## config.mk

```make
export PLATFORM = sky130hd
export DESIGN_NAME = mandelbrot_escape_time_pixel
export DESIGN_NICKNAME = d
export VERILOG_FILES = /design/src/design/mbe_pkg.sv /design/src/design/mbe_div.sv /design/src/design/mandelbrot_escape_time_pixel.sv
export SDC_FILE = /design/constraint.sdc
export NUM_CORES = 2
export LEC_CHECK = 0
export ABC_CLOCK_PERIOD_IN_PS = 14300
export BUFFER_PORTS_ARGS = -buffer_cell sky130_fd_sc_hd__buf_2
export CELL_PAD_IN_SITES_DETAIL_PLACEMENT = 1
export CELL_PAD_IN_SITES_GLOBAL_PLACEMENT = 2
export CORE_UTILIZATION = 42
export DETAILED_ROUTE_END_ITERATION = 12
export PLACE_DENSITY = 0.84
export RECOVER_POWER = 25
export SLEW_MARGIN = 40
export SYNTH_ARGS = -nofsm -noshare
export SYNTH_HDL_FRONTEND = slang
export SYNTH_SLANG_ARGS = --single-unit
export TNS_END_PERCENT = 10
```

## constraint.sdc

```tcl
create_clock -name clk -period 14.3 [get_ports clk]
set_input_delay 2.86 -clock clk [delete_from_list [all_inputs] [get_ports clk]]
set_output_delay 2.86 -clock clk [all_outputs]
set_load 0.005 [all_outputs]
```

## src/design/mbe_pkg.sv

```systemverilog
// Shared widths, register indexes and reset values for the escape-time pixel engine.
package mbe_pkg;

  // Signed width of the pixel-times-span product and of the mapped quotient.
  localparam int PROD_W    = 46;
  // Width of the clamped grid size used as divisor.
  localparam int DIV_W     = 13;
  localparam int DIV_CNT_W = $clog2(PROD_W + 1);

  localparam logic [2:0] REG_X_MIN      = 3'd0;
  localparam logic [2:0] REG_X_MAX      = 3'd1;
  localparam logic [2:0] REG_Y_MIN      = 3'd2;
  localparam logic [2:0] REG_Y_MAX      = 3'd3;
  localparam logic [2:0] REG_GRID_SIZE  = 3'd4;
  localparam logic [2:0] REG_ITER_LIMIT = 3'd5;

  localparam logic signed [31:0] X_MIN_RST = -32'sd536870912;
  localparam logic signed [31:0] X_MAX_RST = 32'sd126164644;
  localparam logic signed [31:0] Y_MIN_RST = -32'sd300647711;
  localparam logic signed [31:0] Y_MAX_RST = 32'sd300647711;
  localparam logic [12:0]        GRID_RST  = 13'd480;
  localparam logic [15:0]        LIMIT_RST = 16'd1000;

endpackage

```

## src/design/mbe_div.sv

```systemverilog
// Bit-serial restoring divider: signed dividend by unsigned divisor, truncating toward zero.
module mbe_div (
  input  logic                               clk,
  input  logic                               rst,
  input  logic                               start,
  input  logic signed [mbe_pkg::PROD_W-1:0]  dividend,
  input  logic        [mbe_pkg::DIV_W-1:0]   divisor,
  output logic                               done,
  output logic signed [mbe_pkg::PROD_W-1:0]  quotient
);
  import mbe_pkg::*;

  logic                 active;
  logic                 neg;
  logic [PROD_W-1:0]    mag;   // dividend bits shift out, quotient bits shift in
  logic [DIV_W-1:0]     rem;
  logic [DIV_W-1:0]     dvsr;
  logic [DIV_CNT_W-1:0] cnt;

  logic [DIV_W:0]       trial;
  logic                 fits;

  assign trial = {rem, mag[PROD_W-1]};
  assign fits  = (trial >= {1'b0, dvsr});

  always_ff @(posedge clk) begin
    if (rst) begin
      active <= 1'b0;
      done   <= 1'b0;
      cnt    <= '0;
    end else begin
      done <= active && (cnt == DIV_CNT_W'(1));
      if (start) begin
        active <= 1'b1;
        cnt    <= DIV_CNT_W'(PROD_W);
      end else if (active) begin
        cnt <= cnt - DIV_CNT_W'(1);
        if (cnt == DIV_CNT_W'(1)) begin
          active <= 1'b0;
        end
      end
    end
  end

  always_ff @(posedge clk) begin
    if (start) begin
      neg  <= dividend[PROD_W-1];
      mag  <= dividend[PROD_W-1] ? PROD_W'(-dividend) : PROD_W'(dividend);
      rem  <= '0;
      dvsr <= divisor;
    end else if (active) begin
      rem <= fits ? DIV_W'(trial - {1'b0, dvsr}) : trial[DIV_W-1:0];
      mag <= {mag[PROD_W-2:0], fits};
    end
  end

  assign quotient = neg ? -$signed(mag) : $signed(mag);

`ifndef SYNTHESIS
  a_start_runs: assert property (@(posedge clk) disable iff (rst) start |=> active)
    else $error("divider did not start");
  a_done_idle: assert property (@(posedge clk) disable iff (rst) done |-> !active)
    else $error("divider done while still running");
  a_cnt_live: assert property (@(posedge clk) disable iff (rst) active |-> cnt != '0)
    else $error("divider running with empty count");
`endif

endmodule

```

## src/design/mandelbrot_escape_time_pixel.sv

```systemverilog
// Top level of the escape-time pixel engine: window mapping and z = z*z + c loop.
// The pixel is mapped axis by axis (multiply, divider start, 46 serial divide steps
//   by the grid size, quotient pickup); each iteration then runs x*x, y*y, x*y, update.
// done rises when the point escapes or when the iteration limit is reached; for a
//   limit of zero it rises at the end of the mapping, with no iteration run.
// Throughput: one pixel at a time, next start in the done cycle; the result shows once.
// rst (synchronous, active high) returns to idle and loads the default window.
module mandelbrot_escape_time_pixel #(
  parameter int MAX_DIM   = 4096,
  parameter int FRAC_BITS = 28
) (
  input  logic        clk,
  input  logic        rst,
  // command side
  input  logic        start,
  output logic        busy,
  input  logic [11:0] column,
  input  logic [11:0] row,
  // result side
  output logic        done,
  output logic [15:0] escape_count,
  output logic        inside_set,
  // configuration writes
  input  logic        wr_en,
  input  logic [2:0]  wr_index,
  input  logic [31:0] wr_data
);
  import mbe_pkg::*;

  // Sequencer states
  localparam logic [3:0] S_IDLE    = 4'd0;
  localparam logic [3:0] S_MX      = 4'd1;  // col * x span
  localparam logic [3:0] S_DX_GO   = 4'd2;
  localparam logic [3:0] S_DX_WAIT = 4'd3;
  localparam logic [3:0] S_MY      = 4'd4;  // row * y span
  localparam logic [3:0] S_DY_GO   = 4'd5;
  localparam logic [3:0] S_DY_WAIT = 4'd6;
  localparam logic [3:0] S_SQX     = 4'd7;  // x*x
  localparam logic [3:0] S_SQY     = 4'd8;  // y*y
  localparam logic [3:0] S_XY      = 4'd9;  // escape test, x*y
  localparam logic [3:0] S_UPD     = 4'd10; // z update

  // 4.0 in the fixed-point format, held wide enough for xx + yy
  localparam logic signed [66:0] FOUR = 67'sd4 <<< FRAC_BITS;

  // Configuration registers
  logic signed [31:0] x_min, x_max, y_min, y_max;
  logic [12:0]        grid_size;
  logic [15:0]        iteration_limit;

  always_ff @(posedge clk) begin
    if (rst) begin
      x_min           <= X_MIN_RST;
      x_max           <= X_MAX_RST;
      y_min           <= Y_MIN_RST;
      y_max           <= Y_MAX_RST;
      grid_size       <= GRID_RST;
      iteration_limit <= LIMIT_RST;
    end else if (wr_en) begin
      case (wr_index)
        REG_X_MIN:      x_min           <= wr_data;
        REG_X_MAX:      x_max           <= wr_data;
        REG_Y_MIN:      y_min           <= wr_data;
        REG_Y_MAX:      y_max           <= wr_data;
        REG_GRID_SIZE:  grid_size       <= wr_data[12:0];
        REG_ITER_LIMIT: iteration_limit <= wr_data[15:0];
        default: ;
      endcase
    end
  end

  function automatic logic signed [31:0] sat32(input logic signed [65:0] v);
    if (v > 66'sd2147483647) begin
      return 32'sh7FFFFFFF;
    end else if (v < -66'sd2147483648) begin
      return 32'sh80000000;
    end else begin
      return v[31:0];
    end
  endfunction

  logic [3:0]         state;
  logic [11:0]        col_q, row_q;
  logic signed [31:0] x0, y0, x, y;
  logic [15:0]        iter;
  logic signed [65:0] mul_q;       // registered output of the shared multiplier
  logic signed [65:0] xx_q, yy_q;

  // Grid size of zero reads as one; above MAX_DIM it is clamped.
  logic [DIV_W-1:0] n_eff;
  always_comb begin
    if (grid_size == '0) begin
      n_eff = DIV_W'(1);
    end else if (32'(grid_size) > MAX_DIM) begin
      n_eff = DIV_W'(MAX_DIM);
    end else begin
      n_eff = grid_size;
    end
  end

  logic signed [32:0] span_x, span_y;
  assign span_x = 33'(x_max) - 33'(x_min);
  assign span_y = 33'(y_max) - 33'(y_min);

  // Shared multiplier operand select
  logic signed [32:0] mul_a, mul_b;
  always_comb begin
    case (state)
      S_MX: begin
        mul_a = {21'b0, col_q};
        mul_b = span_x;
      end
      S_MY: begin
        mul_a = {21'b0, row_q};
        mul_b = span_y;
      end
      S_SQX: begin
        mul_a = 33'(x);
        mul_b = 33'(x);
      end
      S_SQY: begin
        mul_a = 33'(y);
        mul_b = 33'(y);
      end
      default: begin
        mul_a = 33'(x);
        mul_b = 33'(y);
      end
    endcase
  end

  always_ff @(posedge clk) begin
    mul_q <= mul_a * mul_b;
  end

  // Window mapping divider
  logic                     div_start, div_done;
  logic signed [PROD_W-1:0] div_q;
  assign div_start = (state == S_DX_GO) || (state == S_DY_GO);

  mbe_div u_div (
    .clk      (clk),
    .rst      (rst),
    .start    (div_start),
    .dividend ($signed(mul_q[PROD_W-1:0])),
    .divisor  (n_eff),
    .done     (div_done),
    .quotient (div_q)
  );

  // Iteration datapath; products are floored by the arithmetic shift
  logic signed [65:0] prod_sh;
  logic signed [66:0] mag2;
  logic signed [31:0] mapped_x, mapped_y, x_new, y_new;
  logic [15:0]        iter_inc;

  assign prod_sh  = mul_q >>> FRAC_BITS;
  assign mag2     = 67'(xx_q) + 67'(prod_sh);
  assign mapped_x = sat32(66'(x_min) + 66'(div_q));
  assign mapped_y = sat32(66'(y_min) + 66'(div_q));
  assign x_new    = sat32(xx_q - yy_q + 66'(x0));
  assign y_new    = sat32((prod_sh <<< 1) + 66'(y0));
  assign iter_inc = iter + 16'd1;

  // Sequencer and control
  always_ff @(posedge clk) begin
    if (rst) begin
      state <= S_IDLE;
      done  <= 1'b0;
    end else begin
      done <= 1'b0;
      case (state)
        S_IDLE:    if (start) state <= S_MX;
        S_MX:      state <= S_DX_GO;
        S_DX_GO:   state <= S_DX_WAIT;
        S_DX_WAIT: if (div_done) state <= S_MY;
        S_MY:      state <= S_DY_GO;
        S_DY_GO:   state <= S_DY_WAIT;
        S_DY_WAIT: begin
          if (div_done) begin
            if (iteration_limit == '0) begin
              state <= S_IDLE;
              done  <= 1'b1;
            end else begin
              state <= S_SQX;
            end
          end
        end
        S_SQX:     state <= S_SQY;
        S_SQY:     state <= S_XY;
        S_XY: begin
          if (mag2 >= FOUR) begin
            state <= S_IDLE;
            done  <= 1'b1;
          end else begin
            state <= S_UPD;
          end
        end
        S_UPD: begin
          if (iter_inc >= iteration_limit) begin
            state <= S_IDLE;
            done  <= 1'b1;
          end else begin
            state <= S_SQX;
          end
        end
        default:   state <= S_IDLE;
      endcase
    end
  end

  // Datapath registers
  always_ff @(posedge clk) begin
    case (state)
      S_IDLE: begin
        col_q <= column;
        row_q <= row;
      end
      S_DX_WAIT: if (div_done) x0 <= mapped_x;
      S_DY_WAIT: begin
        if (div_done) begin
          y0   <= mapped_y;
          x    <= '0;
          y    <= '0;
          iter <= '0;
          // zero limit: no iteration, pixel counts as inside
          escape_count <= '0;
          inside_set   <= 1'b1;
        end
      end
      S_SQY: xx_q <= prod_sh;
      S_XY: begin
        yy_q         <= prod_sh;
        escape_count <= iter;
        inside_set   <= 1'b0;
      end
      S_UPD: begin
        x            <= x_new;
        y            <= y_new;
        iter         <= iter_inc;
        escape_count <= iter_inc;
        inside_set   <= 1'b1;
      end
      default: ;
    endcase
  end

  assign busy = (state != S_IDLE);

`ifndef SYNTHESIS
  a_accept_busy: assert property (@(posedge clk) disable iff (rst) start && !busy |=> busy)
    else $error("start transfer did not make the block busy");
  a_done_idle: assert property (@(posedge clk) disable iff (rst) done |-> !busy)
    else $error("result strobe while still busy");
  a_div_wait: assert property (@(posedge clk) disable iff (rst)
      div_done |-> (state == S_DX_WAIT || state == S_DY_WAIT))
    else $error("divider finished outside a wait state");
`endif

endmodule
```

==> results.json <==
{
  "final_core_util_pct": 45.9,
  "arrival_ps": 12710,
  "dp_hpwl_um": 240000,
  "violations": "capacitance limit, slew limit",
  "cts.sinks": 570,
  "nNetsFinal": 10300,
  "route.detailed.drc": 0,
  "h-tree-depth": 3,
  "cts_setup_buffers": 0,
  "cp-start-kind": "register",
  "multi_input_area_mm2": 0.0554,
  "grt_overflow": 0,
  "worstMarginPinSlew_ps": 3800,
  "hold_path.class": "register to register",
  "slowest_delay_ps": 600,
  "yosysTopAreaCell": "fa_1",
  "synthCells": 8564,
  "clock_latency_ps": 680,
  "antenna_found_initial": 17,
  "critical_path_class": "register to register",
  "seq_area_mm2": 0.0146,
  "avgSynthCellArea_um2": 8.90,
  "pin_count": 82,
  "status": "finished, violations left",
  "die-area_mm2": 0.183,
  "path_max_fanout": 22,
  "cts_tree": "done",
  "dr.pass1.iters": 7,
  "hold_buffers": 0,
  "worstPathRequired_ps": 14840,
  "synth_edf_count": 321,
  "cap_violations": 3,
  "root_buffer": "clkbuf_16",
  "die-width_um": 428,
  "max_slew_margin_pct": -153,
  "syn_to_final_growth_pct": 7.97,
  "cts_inserted_buffers": 71,
  "synth_top_area_share_pct": 30.7,
  "min_period_ps": 12170,
  "port_buffers": 81,
  "slew_viol_final": 142,
  "cts_resized": 0,
  "wl_per_cell_um": 27.1,
  "period_share_pct": 85.1,
  "routed_wl_um": 296000,
  "ant_nets": 0,
  "rows": 155,
  "track_usage_pct": 32.5,
  "synth_fp_nets": 10300,
  "hold_viol_final": 0,
  "yosysUniqueCellTypes": 85,
  "timing.hold.ws_ps": 459,
  "timing.fmax_mhz": 82.2,
  "fillers": 20800,
  "grt_pass1_wl_um": 445000,
  "synth_warnings": 0,
  "dp.cells": 10800,
  "core_mm2": 0.179,
  "grt_pass1_vias": 67800,
  "vias": 63300,
  "die_y_um": 428,
  "rsz0062_at_grt": "no",
  "clk_pin_slew_ps": 60,
  "ys_top_cells_by_area": "fa_1 31%, edfxtp_1 13%, ha_1 8.6%",
  "ys_seq_area_share_pct": 19.2,
  "clockBufferDepth": 3,
  "async_flop_share_pct": 0,
  "finalClockSkew_ps": 38.8,
  "ys.flop_type": "edfxtp_1",
  "start_util_pct": 42.5,
  "tns_ps": 0,
  "drive_gt1_share_pct": 5.49,
  "stdcell_count": 10900,
  "ys_ff_latch": 570,
  "drtIter0Drc": 5337,
  "critPathCaptureType": "register",
  "slowest_stage": "o211ai_1",
  "finalSetupViolations": 0,
  "vias_per_cell": 5.79,
  "place.gp.congestion": 0.978,
  "cp_common_cell": "fa_1",
  "grt_max_degree": 93,
  "syn_area_mm2": 0.0762
}
==> synth_stat cells, types with 70 or more instances <==
cell	number
nand3_1	113
a21oi_1	464
o21ai_0	375
nand2_1	1346
xor2_1	155
fa_1	1167
dfxtp_1	249
ha_1	523
xnor2_1	222
nor2_1	455
nor3_1	70
and2_1	112
clkbuf_1	351
a21o_1	215
inv_1	1420
edfxtp_1	321
nand2b_1	76
==> cell usage in the layout (no fill, tap or decap), drive strengths merged, types with 30 or more instances in the layout <==
cell type,synthesis,layout
nand2,1346,1346
or3,44,44
and2,112,112
nand3,113,113
o21a,55,55
nand4,52,52
inv,1421,1423
a21o,215,215
dfxtp,249,249
o31ai,48,48
a211oi,56,56
xor2,155,155
fa,1167,1167
nor2b,62,62
o211ai,62,62
a22oi,30,30
a31oi,34,34
xnor2,222,222
ha,523,523
clkbuf,351,110
nand2b,76,76
nor3,70,70
nor2,455,455
buf,14,221
and3,33,33
o21bai,45,45
edfxtp,321,321
o21ai,398,398
a21oi,464,464
==> registers in the layout (all words and copies together), names as in the netlist, 16 cells and up <==
name,flops
escape_count,16
iter,16
iteration_limit,16
mul_q,66
u_div.mag,46
x,32
x0,32
x_max,32
x_min,32
xx_q,38
y,32
y0,32
y_max,32
y_min,32
yy_q,38
==> critical path, delay by kind of cell (launching register included) <==
| family | cells | cell delay, ps |
|---|---|---|
| AO/OA/AOI/OAI | 13 | 3990 |
| XOR/XNOR | 1 | 170 |
| adder cells (fa/ha/maj) | 10 | 4770 |
| buffers and inverters | 7 | 850 |
| flip-flops | 1 | 420 |
| AND/OR/NAND/NOR | 8 | 1820 |
==> layout make-up <==
| type | count | share of cell area (%) |
|---|---|---|
| multi-input combinational | 6207 | 67.3 |
| clock buffer | 96 | 2.43 |
| sequential | 570 | 17.8 |
| antenna | 9 | 0.0274 |
| tap | 2355 | 3.58 |
| timing repair buffer | 235 | 1.93 |
| clock inverter | 35 | 0.455 |
| inverter | 1422 | 6.49 |
==> per-stage QoR <==
step | cell area (um2) | worst slack (ps)
floorplan | 76200 | 4060
global placement | 79700 | 2540
detailed placement | 79900 | 2270
CTS | 82300 | 2160
global route | 82300 | 1290
finish | 82300 | 2130
==> cell families after synthesis <==
kind of cell | Yosys count | share of synthesized area, %
xor+xnor | 377 | 4.33
compound gates | 1638 | 13.8
simple gates | 2475 | 14.3
fa+ha+maj | 1690 | 39.2
mux | 27 | 0.361
flops | 570 | 19.2
buf+inv | 1787 | 8.82
==> per-layer routing <==
layer / wire length, um / track usage, % / up-vias
li1: - / - / 27700
met1: 126000 / 43.9 / 33000
met2: 137000 / 52.5 / 2085
met3: 18900 / 3.99 / 524
met4: 15100 / 14.2 / 12
met5: 92 / 0 / -
==> final timing paths <==
check,depth (start not counted),slack (ps),start,end
max,39,2130,x_min[1]$_SDFFE_PP0P_,mul_q[64]$_DFF_P_
min,2,460,x_max[8]$_SDFFE_PP0P_,x_max[8]$_SDFFE_PP0P_
max reg2reg,39,2130,x_min[1]$_SDFFE_PP0P_,mul_q[64]$_DFF_P_
min reg2reg,2,460,x_max[8]$_SDFFE_PP0P_,x_max[8]$_SDFFE_PP0P_
Power is left out: the tool's default activity adds up to more than one toggle a clock period on the data nets, which glitch-free logic cannot reach.
